$ cat src/sv/bpk_pkg.sv
`default_nettype none

package bpk_pkg;

   localparam int unsigned ModeWidth  = 3;
   localparam int unsigned ByteWidth  = 8;
   localparam int unsigned CountWidth = 4;
   localparam int unsigned PosWidth   = 3;

   localparam logic [ModeWidth-1:0] MODE_BIT     = 3'd0;
   localparam logic [ModeWidth-1:0] MODE_BYTE    = 3'd1;
   localparam logic [ModeWidth-1:0] MODE_ALIGNED = 3'd2;
   localparam logic [ModeWidth-1:0] MODE_CHUNK   = 3'd3;
   localparam logic [ModeWidth-1:0] MODE_FLUSH   = 3'd4;

   localparam logic [CountWidth-1:0] FULL_BYTE_BITS = 4'd8;
   localparam logic [CountWidth-1:0] ONE_BIT        = 4'd1;

   typedef struct packed {
      logic [ModeWidth-1:0]  mode;
      logic [ByteWidth-1:0]  data_byte;
      logic [CountWidth-1:0] bit_count;
   } item_type;

   typedef struct packed {
      logic [ByteWidth-1:0] out_byte;
      logic                 is_final;
   } result_type;

endpackage

`default_nettype wire

$ cat src/sv/bpk_req_if.sv
`default_nettype none

interface bpk_req_if;
   logic                              valid;
   logic                              ready;
   logic [bpk_pkg::ModeWidth-1:0]     mode;
   logic [bpk_pkg::ByteWidth-1:0]     data_byte;
   logic [bpk_pkg::CountWidth-1:0]    bit_count;

   modport source (output valid, output mode, output data_byte, output bit_count,
                   input ready);
   modport sink   (input valid, input mode, input data_byte, input bit_count,
                   output ready);
endinterface

`default_nettype wire

$ cat src/sv/bpk_rsp_if.sv
`default_nettype none

interface bpk_rsp_if;
   logic                          valid;
   logic                          ready;
   logic [bpk_pkg::ByteWidth-1:0] out_byte;
   logic                          is_final;

   modport source (output valid, output out_byte, output is_final, input ready);
   modport sink   (input valid, input out_byte, input is_final, output ready);
endinterface

`default_nettype wire

$ cat src/sv/bpk_in_stage.sv
`default_nettype none

module bpk_in_stage (
   input  wire logic              clock,
   input  wire logic              reset,
   input  wire logic              in_valid,
   output logic                   in_ready,
   input  wire bpk_pkg::item_type in_item,
   output logic                   out_valid,
   input  wire logic              out_take,
   output bpk_pkg::item_type      out_item
);
   import bpk_pkg::*;

   logic     valid_ff;
   logic     valid_in;
   item_type item_ff;

   // The stage refills in the same cycle that the core drains it.
   assign in_ready = !valid_ff || out_take;

   always_comb begin
      valid_in = valid_ff;
      if (in_ready) begin
         valid_in = in_valid;
      end
   end

   always_ff @(posedge clock) begin
      if (reset) begin
         valid_ff <= 1'b0;
      end else begin
         valid_ff <= valid_in;
      end
   end

   always_ff @(posedge clock) begin
      if (in_ready && in_valid) begin
         item_ff <= in_item;
      end
   end

   assign out_valid = valid_ff;
   assign out_item  = item_ff;

endmodule

`default_nettype wire

$ cat src/sv/bpk_pack_core.sv
`default_nettype none

module bpk_pack_core (
   input  wire logic              clock,
   input  wire logic              reset,
   input  wire logic              item_valid,
   input  wire bpk_pkg::item_type item,
   output logic                   item_take,
   output logic                   rsp_valid,
   input  wire logic              rsp_ready,
   output bpk_pkg::result_type    rsp_result
);
   import bpk_pkg::*;

   logic [ByteWidth-1:0]    partial_ff;
   logic [ByteWidth-1:0]    partial_in;
   logic [PosWidth-1:0]     pos_ff;
   logic [PosWidth-1:0]     pos_in;
   logic                    rsp_valid_ff;
   logic                    rsp_valid_in;
   result_type              result_ff;
   result_type              result_in;

   logic                    append_en;
   logic [CountWidth-1:0]   n_bits;
   logic [ByteWidth-1:0]    mask;
   logic [2*ByteWidth-1:0]  acc;
   logic [CountWidth-1:0]   total;
   logic                    emit;

   assign item_take = item_valid && (!rsp_valid_ff || rsp_ready);

   // Number of bits that the item appends; zero means no append at all.
   always_comb begin
      append_en = 1'b0;
      n_bits    = '0;
      case (item.mode)
         MODE_BIT: begin
            append_en = 1'b1;
            n_bits    = ONE_BIT;
         end
         MODE_BYTE: begin
            append_en = 1'b1;
            n_bits    = FULL_BYTE_BITS;
         end
         MODE_CHUNK: begin
            append_en = (item.bit_count != '0);
            n_bits    = (item.bit_count > FULL_BYTE_BITS) ? FULL_BYTE_BITS : item.bit_count;
         end
         default: begin
            append_en = 1'b0;
            n_bits    = '0;
         end
      endcase
   end

   assign mask  = 8'hFF >> (FULL_BYTE_BITS - n_bits);
   assign acc   = {{ByteWidth{1'b0}}, partial_ff}
                | ({{ByteWidth{1'b0}}, item.data_byte & mask} << pos_ff);
   assign total = {1'b0, pos_ff} + n_bits;

   always_comb begin
      partial_in          = partial_ff;
      pos_in              = pos_ff;
      emit                = 1'b0;
      result_in.out_byte  = acc[ByteWidth-1:0];
      result_in.is_final  = 1'b0;
      if (append_en) begin
         if (total >= FULL_BYTE_BITS) begin
            emit       = 1'b1;
            partial_in = acc[2*ByteWidth-1:ByteWidth];
            pos_in     = total[PosWidth-1:0];
         end else begin
            partial_in = acc[ByteWidth-1:0];
            pos_in     = total[PosWidth-1:0];
         end
      end else if (item.mode == MODE_ALIGNED) begin
         // The aligned word replaces the slot; the bit position is kept.
         emit               = 1'b1;
         result_in.out_byte = item.data_byte;
         partial_in         = '0;
      end else if (item.mode == MODE_FLUSH) begin
         emit               = (pos_ff != '0);
         result_in.out_byte = partial_ff;
         result_in.is_final = 1'b1;
         partial_in         = '0;
         pos_in             = '0;
      end
   end

   always_comb begin
      rsp_valid_in = rsp_valid_ff;
      if (item_take) begin
         rsp_valid_in = emit;
      end else if (rsp_ready) begin
         rsp_valid_in = 1'b0;
      end
   end

   always_ff @(posedge clock) begin
      if (reset) begin
         partial_ff   <= '0;
         pos_ff       <= '0;
         rsp_valid_ff <= 1'b0;
      end else begin
         rsp_valid_ff <= rsp_valid_in;
         if (item_take) begin
            partial_ff <= partial_in;
            pos_ff     <= pos_in;
         end
      end
   end

   always_ff @(posedge clock) begin
      if (item_take && emit) begin
         result_ff <= result_in;
      end
   end

   assign rsp_valid  = rsp_valid_ff;
   assign rsp_result = result_ff;

endmodule

`default_nettype wire

$ cat src/sv/lsb_first_bit_packer_top.sv
// Packs groups of 1 to 8 bits into a byte stream, least significant bit first.
// A word enters a one-deep input register, is packed combinationally against
// the pending partial byte and bit position, and any completed byte lands in
// the output register. One word is accepted every cycle as long as finished
// bytes are taken as they come. While a byte waits at the output, the core
// cannot take the word in the input register; once that register holds a
// word, the input stalls until the byte is taken. A completed byte passes
// through the input and output registers before it can be taken. Words that
// complete no byte (most single bits, short chunks, a flush with nothing
// pending, unused modes) give no output word. A flush marks its tail byte
// with is_final.
`default_nettype none

module lsb_first_bit_packer_top (
   input  wire logic clock,
   input  wire logic reset,
   bpk_req_if.sink   req,
   bpk_rsp_if.source rsp
);
   import bpk_pkg::*;

   item_type   req_item;
   item_type   core_item;
   logic       core_valid;
   logic       core_take;
   result_type core_result;

   assign req_item.mode      = req.mode;
   assign req_item.data_byte = req.data_byte;
   assign req_item.bit_count = req.bit_count;

   bpk_in_stage u_in_stage (
      .clock     (clock),
      .reset     (reset),
      .in_valid  (req.valid),
      .in_ready  (req.ready),
      .in_item   (req_item),
      .out_valid (core_valid),
      .out_take  (core_take),
      .out_item  (core_item)
   );

   bpk_pack_core u_pack_core (
      .clock      (clock),
      .reset      (reset),
      .item_valid (core_valid),
      .item       (core_item),
      .item_take  (core_take),
      .rsp_valid  (rsp.valid),
      .rsp_ready  (rsp.ready),
      .rsp_result (core_result)
   );

   assign rsp.out_byte = core_result.out_byte;
   assign rsp.is_final = core_result.is_final;

endmodule

`default_nettype wire

$ cat src/flat_wrapper.sv
// flat-port wrapper written by rule: the top's interface ports become plain ports
module lsb_first_bit_packer_top_flat import bpk_pkg::*;
  (clock, reset, req_valid, req_mode, req_data_byte, req_bit_count, req_ready, rsp_valid, rsp_out_byte, rsp_is_final, rsp_ready);
  bpk_req_if req_i ();
  bpk_rsp_if rsp_i ();
  input  wire logic clock;
  input  wire logic reset;
  input wire logic [$bits(req_i.valid)-1:0] req_valid;
  input wire logic [$bits(req_i.mode)-1:0] req_mode;
  input wire logic [$bits(req_i.data_byte)-1:0] req_data_byte;
  input wire logic [$bits(req_i.bit_count)-1:0] req_bit_count;
  output wire logic [$bits(req_i.ready)-1:0] req_ready;
  output wire logic [$bits(rsp_i.valid)-1:0] rsp_valid;
  output wire logic [$bits(rsp_i.out_byte)-1:0] rsp_out_byte;
  output wire logic [$bits(rsp_i.is_final)-1:0] rsp_is_final;
  input wire logic [$bits(rsp_i.ready)-1:0] rsp_ready;
  assign req_i.valid = req_valid;
  assign req_i.mode = req_mode;
  assign req_i.data_byte = req_data_byte;
  assign req_i.bit_count = req_bit_count;
  assign req_ready = req_i.ready;
  assign rsp_valid = rsp_i.valid;
  assign rsp_out_byte = rsp_i.out_byte;
  assign rsp_is_final = rsp_i.is_final;
  assign rsp_i.ready = rsp_ready;
  lsb_first_bit_packer_top u_core (.clock(clock), .reset(reset), .req(req_i), .rsp(rsp_i));
endmodule
$ cat config.mk
export PLATFORM = sky130hd
export DESIGN_NAME = lsb_first_bit_packer_top_flat
export DESIGN_NICKNAME = d
export VERILOG_FILES = /design/src/sv/bpk_pkg.sv /design/src/sv/bpk_req_if.sv /design/src/sv/bpk_rsp_if.sv /design/src/sv/bpk_in_stage.sv /design/src/sv/bpk_pack_core.sv /design/src/sv/lsb_first_bit_packer_top.sv /design/src/flat_wrapper.sv
export SDC_FILE = /design/constraint.sdc
export NUM_CORES = 1
export LEC_CHECK = 0
export BUFFER_PORTS_ARGS = -buffer_cell sky130_fd_sc_hd__buf_2
export CORE_ASPECT_RATIO = 1.1
export CORE_MARGIN = 2
export CORE_UTILIZATION = 40
export DETAILED_ROUTE_END_ITERATION = 12
export PLACE_DENSITY = 0.65
export SLEW_MARGIN = 30
export SYNTH_ARGS = -nofsm -noshare
export SYNTH_HDL_FRONTEND = slang
export SYNTH_SLANG_ARGS = --single-unit
$ cat constraint.sdc
create_clock -name clock -period 3.95 [get_ports clock]
set_input_delay 0.5925 -clock clock [delete_from_list [all_inputs] [get_ports clock]]
set_output_delay 0.5925 -clock clock [all_outputs]
set_load 0.05 [all_outputs]
==> results.sh, run 1 <==
export IMPL_port_buffers=29
export IMPL_fin_crit_sh_pct=79.5
export IMPL_ioPinCount=30
export IMPL_coreArea_um2=5400
export IMPL_crit_arrival_ns=3.31
export IMPL_dpl_hpwl_um=3730
export IMPL_drt_pass1_iter_count=4
export IMPL_grtUsageTotal_pct=18.1
export IMPL_synth_main_ff_cell="edfxtp_1"
export IMPL_drc=0
export IMPL_nNetsFinal=262
export IMPL_setup_viol=0
export IMPL_design_area_um2=2530
export IMPL_clock_path_buffers=2
export IMPL_status="finished clean"
export IMPL_synthToLayoutAreaGrowth_pct=13.5
export IMPL_slew_headroom_pct=58.8
export IMPL_grt_overflow=0
export IMPL_synth_area_leaders="edfxtp_1 (32%), dfxtp_1 (12%), ha_1 (3.9%), nand2_1 (2.9%), nor2_1 (2.4%)"
export IMPL_clk_insertion_delay_late_ns=0.29
export IMPL_max_freq_ghz=0.319
export IMPL_cts_tree="done"
export IMPL_grt_max_degree=18
export IMPL_synth_edf_count=24
export IMPL_ys_seq_area_share_pct=44.0
export IMPL_ys_seq_elements=37
export IMPL_grt_pass1_wl_um=8140
export IMPL_fillers=530
export IMPL_r2r_worst_path_cells=11
export IMPL_syn_cell_area_um2=2230
export IMPL_max_slew_worst_pin_slew_ns=0.618
export IMPL_crit_path_end_kind="flop"
export IMPL_syn_avg_cell_area_um2=10.8
export IMPL_clk_pin_slew_ns=0.07
export IMPL_clockRootBuffer="clkbuf_8"
export IMPL_drtIter0Drc=148
export IMPL_fin_cells=311
export IMPL_async_reset_ff_share_pct=0
export IMPL_crit_fanout=5
export IMPL_numCtsBuffers=5
export IMPL_rsz0062_at_grt="no"
export IMPL_rows=28
export IMPL_synth_cells=207
export IMPL_yosysMostFrequentCell="edfxtp_1"
export IMPL_placed_cell_area_um2=2430
export IMPL_post_route_util_pct=46.9
export IMPL_hold_viol=0
export IMPL_die_area_um2=6190
export IMPL_synth_commonest_cells="edfxtp_1 (24), nand2_1 (17), nor2_1 (14)"
export IMPL_worstHoldPathType="in2reg"
export IMPL_cts_hold_buf=0
export IMPL_grt_antenna_before_repair=0
export IMPL_die_width_um=75.2
export IMPL_htreeDepth=2
export IMPL_ant_nets=0
export IMPL_path_class="reg2reg"
export IMPL_start_kind="flop"
export IMPL_yosys_area_top_type="edfxtp_1"
export IMPL_p_leak_nw=1.05
export IMPL_num_antenna_cells=0
export IMPL_cts_setup_buffers=0
export IMPL_clock_sinks=37
export IMPL_place_congestion=0.938
export IMPL_yosysTopAreaCellShare_pct=32.3
export IMPL_drive_above_1_share_pct=25.0
export IMPL_dp_cells=303
export IMPL_powerDensity_nw_per_um2=344
export IMPL_holdPathStages=1
export IMPL_setup_tns_ns=0
export IMPL_skew_ns=0.00423
export IMPL_hold_ws_ns=0.467
export IMPL_avgRoutedWirePerCell_um=16.1
export IMPL_start_util_pct=41.3
export IMPL_grt_pass1_vias=1657
export IMPL_period_needed_ns=3.14
export IMPL_post_drt_via_cell_ratio=5.53
export IMPL_peakVddDrop_uv=282
export IMPL_dieHeight_um=82.3
export IMPL_synth_cell_type_count=66
export IMPL_cts_resized=0
export IMPL_drt_wl_total_um=5010
export IMPL_maxCapViolations=0
export IMPL_vias=1719
export IMPL_slew_viol_final=0
export IMPL_yosys_warnings=0
export IMPL_synth_nets=234
export IMPL_cp_required_ns=4.12
[metal layers]
metal | wire, µm | part of all wire, % | track usage [%]
met4 | 95 | 1.9 | 7.89
met3 | 266 | 5.3 | 3.64
met1 | 2220 | 44 | 22.5
met5 | 0 | 0 | 0
met2 | 2430 | 48 | 30.3
[where the power goes]
part | switching (mW) | total, mW | internal (mW)
clock network | 0.132 | 0.319 | 0.186
logic | 0.0677 | 0.112 | 0.0442
registers | 0.0128 | 0.441 | 0.428
total | 0.213 | 0.872 | 0.659
[sequential cells by signal, indices dropped and copies added, names as in the netlist]
signal / cells
u_core.u_pack_core.rsp_valid: 1
u_core.u_pack_core.pos_ff: 3
u_core.u_pack_core.rsp_result: 9
u_core.u_in_stage.out_item: 15
u_core.u_in_stage.out_valid: 1
u_core.u_pack_core.partial_ff: 8
[worst max-delay path: stages (launching register included)]
cell and delay, ns:
edfxtp_1 0.37, and2b_4 0.31, a31oi_1 0.09, nor2_1 0.20, inv_1 0.07, ha_1 0.21, ha_1 0.33, a21boi_1 0.29
mux2i_1 0.25, mux4_2 0.52, o21ai_0 0.21, o21a_1 0.16
[per-stage QoR]
step	power [mW]	setup slack (ns)
final	0.872	0.811
after global routing	0.903	0.564
after CTS	0.874	0.841
after detailed placement	0.561	0.869
after global placement	0.559	0.872
after floorplan	0.529	0.945
[path summary, 6_finish.rpt]
kind	start	end	slack, ns
hold / removal	req_bit_count[1]	u_core.u_in_stage.out_item[1]	0.47
setup / recovery	u_core.u_in_stage.out_item[3]	u_core.u_pack_core.rsp_result[8]	0.81
setup reg to reg	u_core.u_in_stage.out_item[3]	u_core.u_pack_core.rsp_result[8]	0.81
hold reg to reg	u_core.u_pack_core.partial_ff[1]	u_core.u_pack_core.partial_ff[1]	0.47
[kinds of logic (layout without fill, tap and decap cells)]
group | count (synthesis) | after routing | synth area share, %
AOI/OAI and AO/OA | 63 | 63 | 22.4
and+or+nand+nor | 68 | 68 | 17.6
buffers and inverters | 21 | 50 | 4.49
xor gates and xnor gates | 3 | 3 | 2.36
DFF | 37 | 37 | 44.0
muxes | 7 | 7 | 4.32
adders and majority gates | 8 | 8 | 4.82
[layout make-up]
class | count | area, µm² | area share (%)
timing repair buffer | 31 | 160 | 6.32
sequential | 37 | 981 | 38.7
tap | 75 | 93.8 | 3.71
inverter | 11 | 41.3 | 1.63
multi-input combinational | 149 | 1150 | 45.4
clock buffer | 6 | 72.6 | 2.87
clock inverter | 2 | 33.8 | 1.33
[cell usage in the layout, fill, tap and decap left out, types with 6 or more instances in the layout]
cell and n:
a21oi_1 9, nor2_1 14, ha_1 7, a31oi_1 6, edfxtp_1 24, dfxtp_1 13, o21ai_0 9, inv_1 10
buf_2 29, nand2b_1 7, nand2_1 17
Note: power is estimated with default switching activity, not from simulation.
==> run 2, diff against run 1 <==
==> constraint.sdc (replaced) <==
create_clock -name clock -period 3.1 [get_ports clock]
set_input_delay 0.465 -clock clock [delete_from_list [all_inputs] [get_ports clock]]
set_output_delay 0.465 -clock clock [all_outputs]
set_load 0.05 [all_outputs]
==> run 2 against run 1 <==
Sequential share of layout area down 0.60 points; non-clock buffer count increased by 4; clock power grew 3%; combinational power rose by 34%; largest power group unchanged.
==> results.sh, run 2 (synthesis gave the netlist of run 1 again) <==
export IMPL_multi_input_area_um2=1180
export IMPL_dpl_hpwl_um=3780
export IMPL_grtUsageTotal_pct=19.1
export IMPL_p_sw_share_pct=26.6
export IMPL_setup_tns_ns=0
export IMPL_fillers=518
export IMPL_fin_cells=315
export IMPL_drc=0
export IMPL_use_met3_pct=3.64
export IMPL_crit_path_end_kind="flop"
export IMPL_numCtsBuffers=5
export IMPL_worstHoldPathType="in2reg"
export IMPL_p_comb_share_pct=14.5
export IMPL_cts_tree="done"
export IMPL_htreeDepth=2
export IMPL_status="finished clean"
export IMPL_clockRootBuffer="clkbuf_8"
export IMPL_critical_path_top_delay_family="compound AO/OA/AOI/OAI gates"
export IMPL_synthToLayoutAreaGrowth_pct=15.3
export IMPL_hold_viol=0
export IMPL_clock_sinks=37
export IMPL_die_width_um=75.2
export IMPL_port_buffers=29
export IMPL_path_depth=11
export IMPL_r2r_setup_slack_ns=0.20
export IMPL_nNetsFinal=266
export IMPL_die_area_um2=6190
export IMPL_clk_pin_slew_ns=0.07
export IMPL_powerDensity_nw_per_um2=404
export IMPL_maxCapViolations=0
export IMPL_grt_pass1_wl_um=8620
export IMPL_ioPinCount=30
export IMPL_rows=28
export IMPL_grt_use_met1_pct=25.3
export IMPL_cp_required_ns=3.27
export IMPL_setup_viol=0
export IMPL_final_common_cell="buf_2"
export IMPL_final_cell_mix="buf_2 (29), edfxtp_1 (24), nand2_1 (17)"
export IMPL_r2r_start="u_core.u_in_stage.out_item[3]"
export IMPL_drt_pass1_iter_count=4
export IMPL_cp_slowest_stage_delay_ns=0.48
export IMPL_switching_power_uw=277
export IMPL_coreArea_um2=5400
export IMPL_slew_headroom_pct=59.7
export IMPL_start_kind="flop"
export IMPL_crit_fanout=5
export IMPL_grt_antenna_before_repair=0
export IMPL_dp_cells=306
export IMPL_slew_viol_final=0
export IMPL_busiest_layer="met2"
export IMPL_crit_chain="and2b_4 > a31oi_1 > nor2_2 > inv_1 > ha_1 > ha_1 > nor2b_1 > o22a_1 > mux4_2 > o21ai_0 > o21a_1"
export IMPL_place_congestion=0.951
export IMPL_path_buf_inv=1
export IMPL_grt_max_degree=18
export IMPL_fin_crit_sh_pct=93.7
export IMPL_grt_met2_usage_pct=30.7
export IMPL_ant_nets=0
export IMPL_clock_power_share_pct=31.4
export IMPL_max_slew_worst_pin_slew_ns=0.605
export IMPL_post_drt_via_cell_ratio=5.51
export IMPL_r2r_worst_path_cells=11
export IMPL_crit_path_top_delay_cell="mux4_2"
export IMPL_avgRoutedWirePerCell_um=16.3
export IMPL_drt_wl_total_um=5130
export IMPL_grt_overflow=0
export IMPL_drive_above_1_share_pct=29.6
export IMPL_clk_insertion_delay_late_ns=0.29
export IMPL_r2r_end="u_core.u_pack_core.rsp_result[8]"
export IMPL_hold_start="req_data_byte[7]"
export IMPL_skew_ns=0.00483
export IMPL_p_int_uw=763
export IMPL_dieHeight_um=82.3
export IMPL_num_antenna_cells=0
export IMPL_p_seq_share_pct=54.1
export IMPL_cp_common_cell="ha_1"
export IMPL_register_area_um2=981
export IMPL_drtIter0Drc=163
export IMPL_peakVddDrop_uv=264
export IMPL_crit_arrival_ns=3.07
export IMPL_vias=1735
export IMPL_start_util_pct=41.3
export IMPL_critical_path_endpoint="u_core.u_pack_core.rsp_result[8]"
export IMPL_total_power_mw=1.04
export IMPL_path_class="reg2reg"
export IMPL_max_freq_ghz=0.344
export IMPL_clock_path_buffers=2
export IMPL_crit_start="u_core.u_in_stage.out_item[3]"
export IMPL_grt_pass1_vias=1703
export IMPL_period_needed_ns=2.90
export IMPL_largest_reg_flops=15
export IMPL_post_route_util_pct=47.7
export IMPL_p_leak_nw=1.06
run 2: power by group through the flow:
stage                     logic (mW)  clock network [mW]  registers (mW)
after floorplan               0.0979                   0           0.576
after global placement         0.142                   0           0.572
after detailed placement       0.143                   0           0.573
after CTS                      0.144               0.336           0.562
after global routing           0.165               0.354           0.565
final                          0.150               0.327           0.563
run 2: cell type report:
class / count / area share [%]
multi-input combinational: 149 / 46.0
sequential: 37 / 38.1
timing repair buffer: 35 / 7.39
tap: 75 / 3.65
clock buffer: 6 / 2.82
inverter: 11 / 1.61
clock inverter: 2 / 0.389
run 2: routing by layer:
layer  share of wire (%)  wire [µm]  vias to the layer above
met4                 2.3        119                        0
met3                 4.6        237                       11
met1                  46       2380                      818
met5                   0          0                        -
li1                    -          -                      842
met2                  47       2390                       64
run 2: worst register-to-register path, stage by stage, from the launching register on:
cell and delay (ns):
edfxtp_1 0.38, and2b_4 0.31, a31oi_1 0.11, nor2_2 0.15
inv_1 0.05, ha_1 0.20, ha_1 0.34, nor2b_1 0.18
o22a_1 0.28, mux4_2 0.48, o21ai_0 0.16, o21a_1 0.14
run 2: worst min path at each step:
stage	cells after the start	slack (ns)	endpoint
3_3_place_gp	1	0.45	u_core.u_pack_core.partial_ff[1]
2_1_floorplan	1	0.43	u_core.u_pack_core.partial_ff[1]
3_5_place_dp	1	0.45	u_core.u_pack_core.partial_ff[1]
4_1_cts	1	0.33	u_core.u_in_stage.out_item[11]
5_1_grt	1	0.33	u_core.u_in_stage.out_item[11]
6_report	1	0.34	u_core.u_in_stage.out_item[11]
run 2: through the flow:
step	hold slack, ns	cell area (µm²)	setup WS (ns)
floorplan	0.427	2230	0.0950
global placement	0.449	2450	0.192
detailed placement	0.452	2450	0.0741
CTS	0.334	2530	0.0611
global route	0.329	2570	-0.00392
finish	0.343	2570	0.196
run 2: repair_timing:
item,in CTS,in global routing
setup endpoints to repair,0,11
hold buffers,0,0
buffers inserted,0,1
resized for setup,0,7
==> run 3, diff against run 2 <==
--- a/config.mk
+++ b/config.mk
@@ -10,7 +10,8 @@
 export CORE_MARGIN = 2
 export CORE_UTILIZATION = 40
 export DETAILED_ROUTE_END_ITERATION = 12
-export PLACE_DENSITY = 0.65
+export MAX_ROUTING_LAYER = met4
+export PLACE_DENSITY = 0.67
 export SLEW_MARGIN = 30
 export SYNTH_ARGS = -nofsm -noshare
 export SYNTH_HDL_FRONTEND = slang
==> constraint.sdc (replaced) <==
create_clock -name clock -period 2.6 [get_ports clock]
set_input_delay 0.39 -clock clock [delete_from_list [all_inputs] [get_ports clock]]
set_output_delay 0.39 -clock clock [all_outputs]
set_load 0.05 [all_outputs]
==> run 3 against run 2 <==
Critical path depth is 1 lower; global-route usage is 2.1 points higher; combinational power is 58% higher; via count up 10%; flip-flop and latch count did not move; first-iteration DRC count shrank 23%; clock-buffer cell count is the same; critical path type unchanged; the flow now finishes with violations (setup timing); final cell count rose by 6.3%; worst hold slack got worse by 0.076 ns; largest power group unchanged; register-to-register slack got worse by 0.27 ns.
==> results.sh, run 3 (synthesis gave the netlist of run 1 again) <==
export IMPL_clk_insertion_delay_late_ns=0.29
export IMPL_maxCapViolations=0
export IMPL_vias=1915
export IMPL_final_common_cell="buf_2"
export IMPL_setup_ws_ns=-0.0776
export IMPL_setup_viol=6
export IMPL_die_width_um=75.2
export IMPL_critical_path_top_delay_family="simple AND/OR/NAND/NOR gates"
export IMPL_skew_ns=0.00359
export IMPL_status="complete, but fails checks"
export IMPL_start_util_pct=41.3
export IMPL_max_slew_worst_pin_slew_ns=0.654
export IMPL_numCtsBuffers=5
export IMPL_coreArea_um2=5400
export IMPL_hold_viol=0
export IMPL_grt_max_degree=18
export IMPL_drive_above_1_share_pct=40.4
export IMPL_dp_slack_ns=-0.139
export IMPL_avgRoutedWirePerCell_um=17.8
export IMPL_r2r_setup_slack_ns=-0.08
export IMPL_drt_pass1_iter_count=4
export IMPL_violations="setup timing"
export IMPL_cp_required_ns=2.77
export IMPL_place_congestion=0.975
export IMPL_slew_viol_final=0
export IMPL_largest_reg_flops=15
export IMPL_die_area_um2=6190
export IMPL_crit_path_end_kind="flop"
export IMPL_path_class="reg2reg"
export IMPL_p_leak_nw=1.18
export IMPL_post_route_util_pct=53.3
export IMPL_dr_wl_met3_um=397
export IMPL_ant_nets=0
export IMPL_worstHoldPathType="in2reg"
export IMPL_cp_common_cell="ha_4"
export IMPL_wl_met2_um=3020
export IMPL_htreeDepth=2
export IMPL_grt_pass1_wl_um=9320
export IMPL_drtIter0Drc=126
export IMPL_clock_path_buffers=2
export IMPL_min_to="u_core.u_in_stage.out_item[0]"
export IMPL_met1_length_um=2370
export IMPL_path_buf_inv=0
export IMPL_synthToLayoutAreaGrowth_pct=29.0
export IMPL_port_buffers=29
export IMPL_final_cell_mix="buf_2 (29), edfxtp_1 (24), buf_4 (23)"
export IMPL_crit_chain="and2b_4 > and2_1 > nand2_2 > ha_4 > ha_4 > nor2b_4 > o22a_1 > mux4_2 > o21ai_1 > o21a_1"
export IMPL_powerDensity_nw_per_um2=451
export IMPL_period_needed_ns=2.68
export IMPL_start_kind="flop"
export IMPL_grt_antenna_before_repair=0
export IMPL_rows=28
export IMPL_clock_sinks=37
export IMPL_fin_crit_sh_pct=103
export IMPL_crit_arrival_ns=2.84
export IMPL_highest_layer="met4"
export IMPL_dpl_hpwl_um=4280
export IMPL_hold_ws_ns=0.267
export IMPL_grt_overflow=0
export IMPL_holdPathStages=1
export IMPL_r2r_start="u_core.u_in_stage.out_item[3]"
export IMPL_drt_wl_total_um=5970
export IMPL_dieHeight_um=82.3
export IMPL_crit_path_top_delay_cell="mux4_2"
export IMPL_slew_headroom_pct=56.2
export IMPL_peakVddDrop_uv=293
export IMPL_cts_tree="done"
export IMPL_cp_slowest_stage_delay_ns=0.52
export IMPL_drc=0
export IMPL_cts_hold_buf=0
export IMPL_crit_fanout=4
export IMPL_clockRootBuffer="clkbuf_8"
export IMPL_r2r_worst_path_cells=10
export IMPL_rsz0062_at_grt="yes"
export IMPL_grt_pass1_vias=1895
export IMPL_clk_pin_slew_ns=0.07
export IMPL_max_freq_ghz=0.373
export IMPL_post_drt_via_cell_ratio=5.72
export IMPL_design_area_um2=2880
export IMPL_grtUsageTotal_pct=21.2
export IMPL_r2r_end="u_core.u_pack_core.rsp_result[8]"
export IMPL_placed_cell_area_um2=2650
export IMPL_num_antenna_cells=0
export IMPL_ioPinCount=30
export IMPL_hold_start="req_bit_count[0]"
export IMPL_nNetsFinal=286
-- run 3: repair_timing --
item                       CTS  global route
gates resized for setup     15            12
pin swaps                   14             8
setup endpoints to repair   19            22
setup buffers                2             1
-- run 3: metal layers --
layer  GRT usage (%)  vias up
li1                -      886
met1            25.0      918
met2            33.3       91
met3            5.46       20
met4            11.1        0
met5               -        -
-- run 3: layout make-up --
| cell class | count | area [µm²] |
|---|---|---|
| Fill cell | 480 | 2520 |
| Multi-Input combinational cell | 149 | 1330 |
| Sequential cell | 37 | 981 |
| Timing Repair Buffer | 55 | 352 |
| Tap cell | 75 | 93.8 |
| Clock buffer | 6 | 72.6 |
| Inverter | 11 | 41.3 |
| Clock inverter | 2 | 10.0 |
-- run 3: worst max-delay path by stage --
stage / start / to / cells past startpoint
after floorplan: u_core.u_in_stage.out_item[3] / u_core.u_pack_core.rsp_result[8] / 11
after global routing: u_core.u_in_stage.out_item[3] / u_core.u_pack_core.rsp_result[6] / 11
after detailed placement: u_core.u_in_stage.out_item[3] / u_core.u_pack_core.rsp_result[8] / 11
after global placement: u_core.u_in_stage.out_item[3] / u_core.u_pack_core.rsp_result[8] / 11
final: u_core.u_in_stage.out_item[3] / u_core.u_pack_core.rsp_result[8] / 10
after CTS: u_core.u_in_stage.out_item[3] / u_core.u_pack_core.rsp_result[8] / 11
-- run 3: power by group --
part | internal, mW | switching, mW | total [mW]
registers | 0.651 | 0.0169 | 0.668
logic | 0.104 | 0.133 | 0.237
clock network | 0.186 | 0.206 | 0.392
total | 0.941 | 0.356 | 1.30
-- run 3: stage by stage --
step	setup TNS, ns	total power [mW]	cells
floorplan	0	0.812	207
global placement	-0.311	0.881	324
detailed placement	-0.638	0.885	324
CTS	-0.104	1.29	334
global route	-1.98	1.35	335
finish	-0.274	1.30	335
-- run 3: worst register-to-register path, stage by stage, from the launching register on --
cell	delay, ns
edfxtp_1	0.38
and2b_4	0.26
and2_1	0.15
nand2_2	0.11
ha_4	0.20
ha_4	0.25
nor2b_4	0.13
o22a_1	0.25
mux4_2	0.52
o21ai_1	0.16
o21a_1	0.13
